**src/rtl/core/ctok_pkg.sv**
```systemverilog
`default_nettype none

package ctok_pkg;

  typedef enum logic [2:0] {
    MODE_NONE = 3'd0,
    MODE_WORD = 3'd1,
    MODE_NUM  = 3'd2,
    MODE_OPEN = 3'd3,
    MODE_STR  = 3'd4
  } run_mode_t;

  typedef enum logic [2:0] {
    KIND_STRING = 3'd0,
    KIND_NUMBER = 3'd1,
    KIND_WORD   = 3'd2,
    KIND_SPEC   = 3'd3,
    KIND_EOS    = 3'd4
  } token_kind_t;

  localparam logic ACT_CHAR = 1'b0;
  localparam logic ACT_EOL  = 1'b1;

  localparam logic [7:0] CH_SPACE = 8'h20;
  localparam logic [7:0] CH_TAB   = 8'h09;
  localparam logic [7:0] CH_CR    = 8'h0D;
  localparam logic [7:0] CH_LF    = 8'h0A;
  localparam logic [7:0] CH_QUOTE = 8'h22;
  localparam logic [7:0] CH_DOT   = 8'h2E;
  localparam logic [7:0] CH_UNDER = 8'h5F;

  function automatic logic is_space(input logic [7:0] c);
    return (c == CH_SPACE) || (c == CH_TAB) || (c == CH_CR) || (c == CH_LF);
  endfunction

  function automatic logic is_digit(input logic [7:0] c);
    return (c >= 8'h30) && (c <= 8'h39);
  endfunction

  function automatic logic is_alpha(input logic [7:0] c);
    return ((c >= 8'h41) && (c <= 8'h5A)) || ((c >= 8'h61) && (c <= 8'h7A));
  endfunction

  function automatic logic is_numeric(input logic [7:0] c);
    return is_digit(c) || (c == CH_DOT);
  endfunction

  function automatic logic is_word(input logic [7:0] c);
    return is_alpha(c) || is_digit(c) || (c == CH_UNDER);
  endfunction

endpackage

`default_nettype wire

```
**src/rtl/core/character_class_tokenizer_core.sv**
```systemverilog
`default_nettype none

// Channel  Direction  Handshake                Payload
// in_      input      in_valid / in_ready      in_action, in_char_code
// out_     output     out_valid / out_ready    out_token_char, out_char_kept,
//                                              out_token_start, out_token_kind,
//                                              out_unterminated
//
// One item per cycle sustained while out_ready stays high; an accepted item
// passes through the input register, then the result register, before it
// shows on the output.
// The run mode advances when an item moves from the input register into the
// result register, so items are classified strictly in order.
// Reset clears both valid flags and sets the mode to none (between tokens).
// A stalled output holds its item; once full, the input register refills only
// as the result register drains.

module character_class_tokenizer_core
  import ctok_pkg::*;
(
  input  wire logic       clk,
  input  wire logic       rst_n,

  input  wire logic       in_valid,
  output logic            in_ready,
  input  wire logic       in_action,
  input  wire logic [7:0] in_char_code,

  output logic            out_valid,
  input  wire logic       out_ready,
  output logic [7:0]      out_token_char,
  output logic            out_char_kept,
  output logic            out_token_start,
  output logic [2:0]      out_token_kind,
  output logic            out_unterminated
);

  logic        in_valid_r;
  logic        action_r;
  logic [7:0]  char_r;
  run_mode_t   mode_r, mode_nxt;

  logic        out_valid_r;
  logic [7:0]  token_char_r, token_char_nxt;
  logic        char_kept_r, char_kept_nxt;
  logic        token_start_r, token_start_nxt;
  token_kind_t token_kind_r, token_kind_nxt;
  logic        unterminated_r, unterminated_nxt;

  logic        advance;
  logic        in_string;

  assign advance  = !out_valid_r || out_ready;
  assign in_ready = !in_valid_r || advance;

  assign in_string = (mode_r == MODE_OPEN) || (mode_r == MODE_STR);

  always_comb begin
    token_char_nxt   = char_r;
    char_kept_nxt    = 1'b0;
    token_start_nxt  = 1'b0;
    token_kind_nxt   = KIND_STRING;
    unterminated_nxt = 1'b0;
    mode_nxt         = mode_r;

    if (action_r == ACT_EOL) begin
      token_char_nxt   = 8'h00;
      token_start_nxt  = 1'b1;
      token_kind_nxt   = KIND_EOS;
      unterminated_nxt = in_string;
      mode_nxt         = MODE_NONE;
    end else if (in_string) begin
      // A quote right after the opening one still starts an (empty) token.
      token_start_nxt = (mode_r == MODE_OPEN);
      if (char_r == CH_QUOTE) begin
        mode_nxt = MODE_NONE;
      end else begin
        char_kept_nxt = 1'b1;
        mode_nxt      = MODE_STR;
      end
    end else if (is_space(char_r)) begin
      mode_nxt = MODE_NONE;
    end else if (char_r == CH_QUOTE) begin
      mode_nxt = MODE_OPEN;
    end else if ((mode_r == MODE_NUM) && is_numeric(char_r)) begin
      char_kept_nxt  = 1'b1;
      token_kind_nxt = KIND_NUMBER;
    end else if ((mode_r == MODE_WORD) && is_word(char_r)) begin
      char_kept_nxt  = 1'b1;
      token_kind_nxt = KIND_WORD;
    end else if (is_digit(char_r)) begin
      char_kept_nxt   = 1'b1;
      token_start_nxt = 1'b1;
      token_kind_nxt  = KIND_NUMBER;
      mode_nxt        = MODE_NUM;
    end else if (is_alpha(char_r) || (char_r == CH_UNDER)) begin
      char_kept_nxt   = 1'b1;
      token_start_nxt = 1'b1;
      token_kind_nxt  = KIND_WORD;
      mode_nxt        = MODE_WORD;
    end else begin
      char_kept_nxt   = 1'b1;
      token_start_nxt = 1'b1;
      token_kind_nxt  = KIND_SPEC;
      mode_nxt        = MODE_NONE;
    end
  end

  always_ff @(posedge clk) begin
    if (!rst_n) begin
      in_valid_r  <= 1'b0;
      out_valid_r <= 1'b0;
      mode_r      <= MODE_NONE;
    end else begin
      if (in_ready) begin
        in_valid_r <= in_valid;
      end
      if (advance) begin
        out_valid_r <= in_valid_r;
        if (in_valid_r) begin
          mode_r <= mode_nxt;
        end
      end
    end
  end

  always_ff @(posedge clk) begin
    if (in_ready && in_valid) begin
      action_r <= in_action;
      char_r   <= in_char_code;
    end
    if (advance && in_valid_r) begin
      token_char_r   <= token_char_nxt;
      char_kept_r    <= char_kept_nxt;
      token_start_r  <= token_start_nxt;
      token_kind_r   <= token_kind_nxt;
      unterminated_r <= unterminated_nxt;
    end
  end

  assign out_valid        = out_valid_r;
  assign out_token_char   = token_char_r;
  assign out_char_kept    = char_kept_r;
  assign out_token_start  = token_start_r;
  assign out_token_kind   = token_kind_r;
  assign out_unterminated = unterminated_r;

endmodule

`default_nettype wire

```
**config.mk**
```make
export PLATFORM = sky130hd
export DESIGN_NAME = character_class_tokenizer_core
export DESIGN_NICKNAME = d
export VERILOG_FILES = /design/src/rtl/core/ctok_pkg.sv /design/src/rtl/core/character_class_tokenizer_core.sv
export SDC_FILE = /design/constraint.sdc
export NUM_CORES = 1
export LEC_CHECK = 0
export ABC_AREA = 1
export CAP_MARGIN = 0
export CORE_UTILIZATION = 30
export CTS_CLUSTER_DIAMETER = 60
export DETAILED_ROUTE_END_ITERATION = 7
export DONT_BUFFER_PORTS = 1
export GPL_TIMING_DRIVEN = 0
export PLACE_DENSITY = 0.48
export SYNTH_ARGS = -nofsm -noshare
export SYNTH_HDL_FRONTEND = slang
export SYNTH_SLANG_ARGS = --single-unit
```
**constraint.sdc**
```tcl
create_clock -name clk -period 5.95 [get_ports clk]
set_clock_uncertainty 0.2 [all_clocks]
set_input_delay 0.2975 -clock clk [delete_from_list [all_inputs] [get_ports clk]]
set_output_delay 0.2975 -clock clk [all_outputs]
set_load 0.01 [all_outputs]
```
Word-level counts from Yosys, hierarchy flattened
Cells that the tools add are included.
- flip-flop bits (word level): 28
- word-level logic and storage cells: 75
- $lt $le $gt $ge: 6
- equality and inequality tests: 13
- multiplexer cells: 21
- reductions and logical operators: 23
- operators with widths (cell ; number):
    $eq A8 B4 Y1 const B ; 3
    $eq A8 B6 Y1 const B ; 3
    $mux W3 ; 7
    $ge A8 B7 Y1 const B ; 2
    $le A8 B7 Y1 const B ; 2
    $logic_or A1 B1 Y1 ; 11
    $mux W1 ; 10
    $ne A5 B5 Y1 const B ; 2
    $eq A8 B7 Y1 const B ; 1
    $ge A8 B6 Y1 const B ; 1
    $le A8 B6 Y1 const B ; 1
    $mux W2 ; 4
    $logic_and A1 B1 Y1 ; 7
    $eq A3 B2 Y1 const B ; 2
    $reduce_or A5 Y1 ; 1
    $reduce_and A4 Y1 ; 1
    $reduce_or A4 Y1 ; 1
    $eq A3 B1 Y1 const B ; 1
    $eq A3 B3 Y1 const B ; 1
    $logic_not A1 Y1 ; 2

Longest topological paths before layout
Gate-level depths: netlist of run 1.
- word-level depth: 12
- depth in mapped cells: 13

Worst setup path after synthesis of run 1
No wires, ideal clock.
- kind: flip-flop to flip-flop
- from: reg out_valid_r, in the netlist out_valid
- to: reg char_kept_r, in the netlist out_char_kept, enable pin
- setup time: 399 ps
- data arrival time: 1310 ps
- data required time: 5351 ps
- setup slack: 4041 ps
- cell stages (with the launch flop): 2
- clock period less this slack: 1909 ps
- cells stage by stage: dfxtp_1 > a21oi_1
- word-level cells in the longest chain between the ends: 3
- ends and longest elaborated chain (what ; RTL line ; text):
    start, declared ; character_class_tokenizer_core.sv:43 ; logic out_valid_r;
    start signal, assigned ; character_class_tokenizer_core.sv:119 ; out_valid_r <= in_valid_r;
    $logic_not A1 Y1 ; character_class_tokenizer_core.sv:53 ; assign advance = !out_valid_r || out_ready;
    $logic_or A1 B1 Y1 ; character_class_tokenizer_core.sv:53 ;
    $logic_and A1 B1 Y1 ; character_class_tokenizer_core.sv:132 ; if (advance && in_valid_r) begin
    end signal, assigned ; character_class_tokenizer_core.sv:134 ; char_kept_r <= char_kept_nxt;
    end, declared ; character_class_tokenizer_core.sv:45 ; logic char_kept_r, char_kept_nxt;
Every way passes these cells.
A chain may end at the register's enable or synchronous reset.

Final worst setup path of run 1
- from: reg char_r[7]
- to: reg token_start_r, in the netlist out_token_start (data pin)
- word-level cells in the longest chain between the ends: 11
- elaborated cells on any way between the ends: 30
- classes of those cells: 6 x order compare; 7 x eq/ne; 5 x mux; 12 x reduce/logical
- ends and longest elaborated chain (what ; RTL line ; text):
    start, declared ; character_class_tokenizer_core.sv:40 ; logic [7:0] char_r;
    start signal, assigned ; character_class_tokenizer_core.sv:130 ; char_r <= in_char_code;
    $ge A8 B7 Y1 / $le A8 B7 Y1 (equally long branches) ; ctok_pkg.sv:41 ; return ((c >= 8'h41) && (c <= 8'h5A)) || ((c >= 8'h61) && (c <= 8'h7A));
    $logic_and A1 B1 Y1 ; ctok_pkg.sv:41 ;
    $logic_or A1 B1 Y1 ; ctok_pkg.sv:41 ;
    $logic_or A1 B1 Y1 (2 in a row) ; ctok_pkg.sv:49 ; return is_alpha(c) || is_digit(c) || (c == CH_UNDER);
    $logic_and A1 B1 Y1 ; character_class_tokenizer_core.sv:88 ; end else if ((mode_r == MODE_WORD) && is_word(char_r)) begin
    $mux W1 ; character_class_tokenizer_core.sv:88 ;
    $mux W1 ; character_class_tokenizer_core.sv:85 ; end else if ((mode_r == MODE_NUM) && is_numeric(char_r)) begin
    $mux W1 ; character_class_tokenizer_core.sv:83 ; end else if (char_r == CH_QUOTE) begin
    $mux W1 (*) ; character_class_tokenizer_core.sv:81 ; end else if (is_space(char_r)) begin
    $mux W1 (*) ; character_class_tokenizer_core.sv:72 ; end else if (in_string) begin
    end signal, assigned ; character_class_tokenizer_core.sv:135 ; token_start_r <= token_start_nxt;
    end, declared ; character_class_tokenizer_core.sv:46 ; logic token_start_r, token_start_nxt;
Every way passes the cells marked *; elsewhere a longest branch is shown, timed or not.

==> results of run 1 <==
## worst max path at each step
stage	end	slack [ns]	start
floorplan	out_char_kept	4.04	out_valid
global placement	mode_r[0]	3.63	out_valid
detailed placement	out_token_start	4.21	char_r[7]
CTS	out_token_start	4.19	char_r[7]
global route	mode_r[1]	4.04	char_r[2]
finish	out_token_start	4.20	char_r[7]
## repair_timing
action	in CTS	in global routing
hold buffers	11	0
endpoints found under the hold margin	14	0
setup buffers	0	0
## routing by layer
layer | vias to the layer above | GRT usage [%] | routed length [µm]
li1 | 456 | - | -
met1 | 383 | 14.01 | 1048
met2 | 21 | 18.56 | 1024
met3 | 4 | 2.027 | 82
met4 | 0 | 6.383 | 42
met5 | - | 0 | 0
## power breakdown
part / leakage (nW) / switching (mW) / internal (mW)
Clock: 0.0231 / 0.0575 / 0.0463
Combinational: 0.379 / 0.0245 / 0.0159
Sequential: 0.262 / 0.00949 / 0.225
## state kept, by name, summed over array words and instances, names as in the netlist
name	cells
out_unterminated	1
out_valid	1
out_token_start	1
out_token_kind	3
out_token_char	8
char_r	8
in_valid_r	1
mode_r	3
action_r	1
out_char_kept	1
## synth_stat cells
cell	number
nand3_2	1
nor3_1	4
nand4_1	2
nand2_1	23
dfxtp_1	5
nor2_2	4
nor2_4	1
edfxtp_1	23
a21oi_1	4
a211oi_1	1
nand4_2	1
nor2_1	16
nand2_4	5
a21oi_2	1
nand3b_1	2
o21ai_1	1
buf_2	1
inv_1	15
o21ai_0	2
nand2_2	2
clkinv_1	1
nand3_1	8
inv_2	6
## stage by stage
step / setup slack [ns] / std cells / power (mW)
floorplan: 4.041 / 129 / 0.2649
CTS: 4.192 / 195 / 0.3842
detailed placement: 4.207 / 180 / 0.2742
global placement: 3.635 / 179 / 0.2715
global route: 4.037 / 195 / 0.3965
finish: 4.201 / 195 / 0.3786
## cells by family (layout without fill, tap and decap cells)
group | count (synthesis) | in the layout | synth area share [%]
simple gates | 69 | 69 | 28.00
flops | 28 | 28 | 61.24
buf+inv | 23 | 39 | 6.782
compound gates | 9 | 9 | 3.973
## worst max-delay path: cells and delay by family (launching register included)
kind,cells,cell delay (ns)
and+or+nand+nor,8,0.83
DFF,1,0.41
buffers and inverters,1,0.07
## final cells by class
class / instances / area (µm²)
clock inverters: 1 / 3.754
plain buffers: 1 / 5.005
inverters: 22 / 82.58
fillers: 412 / 2530
clock buffers: 3 / 41.29
repair buffers: 12 / 125.1
well taps: 50 / 62.56
multi-input cells: 78 / 416.7
flip-flops and latches: 28 / 790.8
==> metrics.yaml, run 1 <==
critical_path:
  r2r_setup_slack_ns: 4.20
  r2r-start: "char_r[7]"
  crit_arrival_ns: 1.58
  worstSetupEndpointType: "register"
  path_class: "register to register"
  rr_endpoint: "out_token_start"
  ff2ff_path_depth: 9
  worstPathCellList: "inv_2 -> nand2_1 -> nor2_4 -> nand3_2 -> nand2_1 -> nand2_4 -> nand2_4 -> nor3_1 -> nand3b_1"
  cp_max_fo: 4
  crit_path_max_incr_delay_ns: 0.41
  cpMaxStageDelayCell: "edfxtp_1"
  crit_required_ns: 5.78
  start_kind: "register"
synthesis:
  seq_area_frac_synth_pct: 61.24
  synthesis.instances: 129
  synth.distinct_cells: 23
  synth-seq-cells: 28
  yosys.area.top_type: "edfxtp_1"
  synth_fp_nets: 142
  synth_warnings: 0
  netlist_top_cells_area: "edfxtp_1, dfxtp_1, nand2_1"
  synth.top_cell.area_share_pct: 53.49
  syn_area_um2: 1291
  avgSynthCellArea_um2: 10.01
worst_hold_path:
  holdPathStages: 3
  hold_class: "input port to register"
  hold_end: "out_valid"
  min_from: "out_ready"
placement:
  gp_congestion: 0.7904
  port_buffers: 0
  hpwl_mm: 1.660
  post_dp_cell_area_um2: 1373
layout:
  n_antenna_cell: 0
  mostFrequentLayoutCells: "nand2_1, edfxtp_1, nor2_1, inv_1, dlygate4sd3_1"
  drive_gt1_share_pct: 18.62
  nNetsFinal: 159
  utilization_pct: 37.65
  final_area_um2: 1528
  syn_to_final_growth_pct: 18.31
clock_network:
  cts_resized: 0
  cts_buffer_depth: 2
  numCtsBuffers: 3
  cts_tree: "yes"
  insertion_delay_ns: 0.27
  cts-root-buf: "clkbuf_8"
  cts_max_level: 1
  clk_pin_slew_ns: 0.09
  numClockSinks: 28
sta:
  hold_violations: 0
  fin_crit_sh_pct: 29.39
  slew_violations: 0
  relSlewSlack_pct: 71.75
  finalHoldWorstSlack_ns: 0.01206
  grt_setup_unrepaired: "false"
  setup-violations-final: 0
  fin_crit_ns: 1.749
  worstMarginPinSlew_ns: 0.4206
  fmax_mhz: 571.8
  setup_tns_ns: 0
grt:
  track_usage_pct: 11.37
  grt_pass1_vias: 854
  grt-ovfl-total: 0
  grt_max_degree: 16
  grt_pass1_wl_mm: 3.774
  antenna_found_initial: 0
die:
  die_w_um: 67.61
  die_area_um2: 4570
  die_h_um: 67.61
  core-area_um2: 4058
  rows: 23
  io_pins: 29
  start_util_pct: 31.82
run_status:
  status: "completed"
power:
  power_density_nw_per_um2: 247.8
  power.leakage_nw: 0.6640
  irDropWorstVdd_mv: 0.1144
route:
  drc: 0
  via_count: 864
  vias_per_cell: 4.431
  first_pass_iters: 4
  ant_nets: 0
  finalWirelength_mm: 2.198
  drt-wirelength-per-cell_um: 11.27
  drt_iter0_markers: 18
run:
  drv_cap: 0
Note: power is estimated with default switching activity, not from simulation.
==> run 2, diff against run 1 <==
Clock period 5.95 ns to 1.7 ns, I/O delays scaled along.
==> metrics.yaml, run 2 (same netlist as run 1, synthesis figures left out) <==
run_status:
  status: "complete, but fails checks"  # was completed
  failed_checks: "negative setup slack"
sta:
  relSlewSlack_pct: 61.47  # was 71.75%
  setup_tns_ns: -0.4641  # was 0 ns
  fmax_mhz: 548.9  # was 571.8 MHz
  setup-violations-final: 7  # was 0
  fin_crit_sh_pct: 107.2  # was 29.39%
  fin_crit_ns: 1.822  # was 1.749 ns
  worstMarginPinSlew_ns: 0.5767  # was 0.4206 ns
  slew_violations: 0  # unchanged
  grt_setup_unrepaired: "true"  # was false
  hold_violations: 0  # unchanged
  timing.final.ws_setup_ns: -0.1219  # was 4.201 ns
critical_path:
  crit_path_max_incr_delay_ns: 0.48  # was 0.41 ns
  start_kind: "register"  # unchanged
  rr_endpoint: "out_token_start"  # unchanged
  critPathMostFrequentCell: "nand2_4"
  ff2ff_path_depth: 8  # was 9
  cp_max_fo: 5  # was 4
  worstSetupEndpointType: "register"  # unchanged
  crit_arrival_ns: 1.65  # was 1.58 ns
  worstPathCellList: "buf_4 -> o21ai_2 -> nand3_4 -> nand2_2 -> nand2_4 -> nand2_4 -> nor3_2 -> nand3b_1"  # was inv_2 -> nand2_1 -> nor2_4 -> nand3_2 -> nand2_1 -> nand2_4 -> nand2_4 -> nor3_1 -> nand3b_1
  crit_required_ns: 1.53  # was 5.78 ns
  r2r-start: "char_r[1]"  # was char_r[7]
  path_class: "register to register"  # unchanged
  cpMaxStageDelayCell: "edfxtp_1"  # unchanged
  cp-startpoint: "char_r[1]"  # was char_r[7]
  r2r_setup_slack_ns: -0.12  # was 4.20 ns
placement:
  hpwl_mm: 1.633  # was 1.660 mm
  placed_cells: 179  # was 180
  gp_congestion: 0.8076  # was 0.7904
  place_ws_ns: -0.1149  # was 4.207 ns
  port_buffers: 0  # unchanged
power:
  sw_frac_of_total_pct: 24.48  # was 24.16%
  p_clk_share_pct: 26.9  # was 27.4%
  p_sw_mw: 0.3352  # was 0.09149 mW
  power.leakage_nw: 0.7377  # was 0.6640 nW
  irDropWorstVdd_mv: 0.3967  # was 0.1144 mV
  p_seq_share_pct: 60.1  # was 61.9%
  power_density_nw_per_um2: 814.1  # was 247.8 nW/µm²
  combPwrFrac_pct: 13.0  # was 10.7%
  p_int_mw: 1.034  # was 0.2871 mW
clock_network:
  cts-root-buf: "clkbuf_8"  # unchanged
  cts_max_level: 1  # unchanged
  clk_pin_slew_ns: 0.09  # about the same
  cts_buffer_depth: 2  # unchanged
  cts_tree: "yes"  # unchanged
  insertion_delay_ns: 0.27  # about the same
  numCtsBuffers: 3  # unchanged
  numClockSinks: 28  # unchanged
die:
  start_util_pct: 31.82  # unchanged
  die_area_um2: 4570  # unchanged
  die_h_um: 67.61  # unchanged
  io_pins: 29  # unchanged
  core-area_um2: 4058  # unchanged
  die_w_um: 67.61  # unchanged
  rows: 23  # unchanged
layout:
  mostFrequentLayoutCells: "edfxtp_1, nand2_1, inv_1, buf_4, nor2_1"  # was nand2_1, edfxtp_1, nor2_1, inv_1, dlygate4sd3_1
  utilization_pct: 41.44  # was 37.65%
  final_common_cell: "edfxtp_1"
  nNetsFinal: 173  # was 159
  stdcell_count: 209  # was 195
  syn_to_final_growth_pct: 30.23  # was 18.31%
  drive_gt1_share_pct: 32.08  # was 18.62%
  n_antenna_cell: 0  # unchanged
grt:
  track_usage_pct: 12.00  # was 11.37%
  antenna_found_initial: 0  # unchanged
  grt_max_degree: 18  # was 16
  grt-ovfl-total: 0  # unchanged
  grt_pass1_vias: 908  # was 854
  grt_pass1_wl_mm: 3.967  # was 3.774 mm
run:
  drv_cap: 0  # unchanged
worst_hold_path:
  hold_class: "input port to register"  # unchanged
  min_from: "in_char_code[6]"  # was out_ready
  holdPathStages: 1  # was 3
  hold_end: "char_r[6]"  # was out_valid
route:
  vias_per_cell: 4.488  # was 4.431
  drt_iter0_markers: 42  # was 18
  finalWirelength_mm: 2.474  # was 2.198 mm
  ant_nets: 0  # unchanged
  via_count: 938  # was 864
  first_pass_iters: 4  # unchanged
  drt-wirelength-per-cell_um: 11.84  # was 11.27 µm
  drc: 0  # unchanged
## run 2: cell count changes in the layout (fill, tap and decap cells not counted), sizes merged
cell,before,now
clkbuf,3,4
clkinv,2,1
buf,2,15
dlygate4sd3,11,12
## run 2: layer usage
layer,up-vias,track usage (%),share of wire [%]
met5,-,0,0
met4,0,6.915,2.8
met3,9,2.365,3.8
met2,33,19.55,49
met1,416,14.60,45
li1,480,-,-
## run 2: stage by stage
stage                     cell area, µm²  hold WS [ns]  total power [mW]
after detailed placement            1358      -0.01607            0.9550
after CTS                           1637        0.2256             1.369
after global routing                1682        0.2359             1.429
final                               1682        0.2305             1.369
after floorplan                     1295      -0.01613            0.9279
after global placement              1358      -0.01607            0.9505
## run 2: worst max-delay path, delay by kind of cell (launching register included)
family                 cells  cell delay (ns)
and+or+nand+nor            6             0.56
buffers and inverters      1             0.18
AOI/OAI and AO/OA          1             0.17
DFF                        1             0.48
## run 2: area by class of cell
cell class | instances | area [µm²]
Buffer | 1 | 5.005
Clock buffer | 4 | 45.04
Fill cell | 396 | 2376
Inverter | 22 | 82.58
Multi-Input combinational cell | 78 | 470.5
Sequential cell | 28 | 790.8
Tap cell | 50 | 62.56
Timing Repair Buffer | 26 | 225.2
## run 2: how the worst max path moves through the flow
stage,end,slack [ns],cells after the start
6_report,out_token_start,-0.12,8
5_1_grt,mode_r[2],-0.22,13
4_1_cts,out_token_start,-0.02,9
3_5_place_dp,mode_r[0],-0.11,4
3_3_place_gp,out_token_start,-0.05,9
2_1_floorplan,out_token_start,0.07,9
## run 2: power by group through the flow
stage	clock, mW	combinational [mW]	sequential [mW]
6_report	0.368	0.178	0.823
3_3_place_gp	0	0.114	0.836
2_1_floorplan	0	0.0976	0.830
5_1_grt	0.401	0.199	0.828
3_5_place_dp	0	0.117	0.838
4_1_cts	0.381	0.165	0.823
## run 2: repair_timing
item                       in CTS  in global routing
setup endpoints to repair      18                  7
gates resized for setup         9                  5
buffers inserted               10                  4
hold buffers                   12                  0
hold endpoints to repair       14                  0
pin swaps                      12                  2
gates cloned                    0                  0
==> run 3, diff against run 2 <==
Settings changed: CORE_MARGIN from default to 5.
==> metrics.yaml, run 3 (same netlist as run 1, synthesis figures left out) <==
critical_path:
  ff2ff_path_depth: 10  # was 8
  path_class: "register to register"  # unchanged
  worstPathCellList: "buf_4 -> inv_1 -> a21oi_2 -> nand2_1 -> nand2_2 -> nand2_2 -> nand2_4 -> nand2_4 -> nor3_1 -> nand3b_1"  # was buf_4 -> o21ai_2 -> nand3_4 -> nand2_2 -> nand2_4 -> nand2_4 -> nor3_2 -> nand3b_1
  path_buf_inv: 2  # was 1
  cp.depth: 10  # was 8
  cpMaxStageDelayCell: "edfxtp_1"  # unchanged
  cp_max_fo: 4  # was 5
  worstSetupEndpointType: "register"  # unchanged
  crit_arrival_ns: 1.59  # was 1.65 ns
  crit_path_max_incr_delay_ns: 0.46  # was 0.48 ns
  crit_family: "simple AND/OR/NAND/NOR gates"  # unchanged
  start_kind: "register"  # unchanged
  crit_required_ns: 1.52  # was 1.53 ns
placement:
  gp_congestion: 0.7744  # was 0.8076
  placed_cells: 179  # unchanged
  post_dp_cell_area_um2: 1358  # unchanged
  hpwl_mm: 1.736  # was 1.633 mm
  port_buffers: 0  # unchanged
die:
  rows: 23  # unchanged
  start_util_pct: 31.60  # was 31.82%
  die_w_um: 75.61  # was 67.61 µm
  io_pins: 29  # unchanged
  die_h_um: 75.61  # was 67.61 µm
  core-area_um2: 4086  # was 4058 µm²
  die_area_um2: 5716  # was 4570 µm²
sta:
  fin_crit_sh_pct: 103.9  # was 107.2%
  fmax_mhz: 566.0  # was 548.9 MHz
  relSlewSlack_pct: 60.67  # was 61.47%
  setup-violations-final: 5  # was 7
  hold_violations: 0  # unchanged
  timing.final.ws_setup_ns: -0.06670  # was -0.1219 ns
  grt_setup_unrepaired: "true"  # unchanged
  fin_crit_ns: 1.767  # was 1.822 ns
  setup_tns_ns: -0.1881  # was -0.4641 ns
  slew_violations: 0  # unchanged
  finalHoldWorstSlack_ns: 0.2299  # was 0.2305 ns
  worstMarginPinSlew_ns: 0.5886  # was 0.5767 ns
power:
  irDropWorstVdd_mv: 0.2794  # was 0.3967 mV
  power.leakage_nw: 0.7066  # was 0.7377 nW
  power_density_nw_per_um2: 914.6  # was 814.1 nW/µm²
route:
  finalWirelength_mm: 2.485  # was 2.474 mm
  drt_iter0_markers: 39  # was 42
  ant_nets: 0  # unchanged
  vias_per_cell: 4.525  # was 4.488
  via_count: 905  # was 938
  drc: 0  # unchanged
  first_pass_iters: 4  # unchanged
  drt-wirelength-per-cell_um: 12.43  # was 11.84 µm
clock_network:
  clk_pin_slew_ns: 0.10  # was 0.09 ns
  numClockSinks: 28  # unchanged
  cts_buffer_depth: 2  # unchanged
  cts_tree: "yes"  # unchanged
  insertion_delay_ns: 0.27  # about the same
  numCtsBuffers: 3  # unchanged
  cts-root-buf: "clkbuf_8"  # unchanged
  cts_max_level: 1  # unchanged
run_status:
  failed_checks: "negative setup slack"  # unchanged
  status: "complete, but fails checks"  # unchanged
layout:
  stdcell_count: 200  # was 209
  final_area_um2: 1642  # was 1682 µm²
  mostFrequentLayoutCells: "edfxtp_1, nand2_1, inv_1, nor2_1, dlygate4sd3_1"  # was edfxtp_1, nand2_1, inv_1, buf_4, nor2_1
  syn_to_final_growth_pct: 27.13  # was 30.23%
  nNetsFinal: 164  # was 173
  fillers: 408  # was 396
  final_common_cell: "edfxtp_1"  # unchanged
  drive_gt1_share_pct: 28.00  # was 32.08%
  n_antenna_cell: 0  # unchanged
  utilization_pct: 40.17  # was 41.44%
worst_hold_path:
  hold_class: "input port to register"  # unchanged
  holdPathStages: 1  # unchanged
grt:
  track_usage_pct: 9.173  # was 12.00%
  grt_pass1_vias: 917  # was 908
  grt_pass1_wl_mm: 3.967  # unchanged
  grt_max_degree: 18  # unchanged
  antenna_found_initial: 0  # unchanged
  grt-ovfl-total: 0  # unchanged
run:
  drv_cap: 0  # unchanged
run 3: path summary, 6_finish.rpt:
path,start,endpoint,slack (ns)
max,char_r[2],out_token_start,-0.07
min reg2reg,action_r,out_token_kind[2],0.27
max reg2reg,char_r[2],out_token_start,-0.07
min,in_char_code[0],char_r[0],0.23
run 3: layer usage:
| metal | wire (µm) | GRT usage (%) | share of wire [%] |
|---|---|---|---|
| met1 | 1151 | 10.68 | 46 |
| met2 | 1203 | 15.34 | 48 |
| met3 | 89 | 2.507 | 3.6 |
| met4 | 42 | 4.854 | 1.7 |
| met5 | 0 | 0 | 0 |
run 3: report_power, final:
part / total [mW] / internal, mW / leakage (nW) / switching, mW
logic: 0.161 / 0.0641 / 0.409 / 0.0972
registers: 0.822 / 0.787 / 0.262 / 0.0344
clock network: 0.518 / 0.315 / 0.0357 / 0.203
total: 1.50 / 1.17 / 0.707 / 0.335
run 3: area by class of cell:
type,count,area (µm²),area share (%)
sequential,28,790.8,48.17
tap,50,62.56,3.811
timing repair buffer,17,157.7,9.604
inverter,22,82.58,5.031
clock inverter,1,30.03,1.829
multi-input combinational,78,471.7,28.73
buffer,1,5.005,0.3049
clock buffer,3,41.29,2.515
run 3: what timing repair did:
action	4_1_cts	5_1_grt
buffers inserted	4	1
endpoints found under the setup margin	18	7
hold buffers	12	0
gates resized for setup	7	7
hold endpoints to repair	14	0
pin swaps	4	3
run 3: through the flow:
step / power, mW / setup WS (ns)
3_5_place_dp: 0.9551 / -0.07819
5_1_grt: 1.576 / -0.1791
3_3_place_gp: 0.9512 / -0.05032
6_report: 1.501 / -0.06670
4_1_cts: 1.514 / -0.03720
2_1_floorplan: 0.9279 / 0.06670
run 3: worst register-to-register path, cell delays in order (launching register included):
cell	delay [ns]
edfxtp_1	0.46
buf_4	0.17
inv_1	0.09
a21oi_2	0.06
nand2_1	0.07
nand2_2	0.07
nand2_2	0.07
nand2_4	0.05
nand2_4	0.08
nor3_1	0.04
nand3b_1	0.15
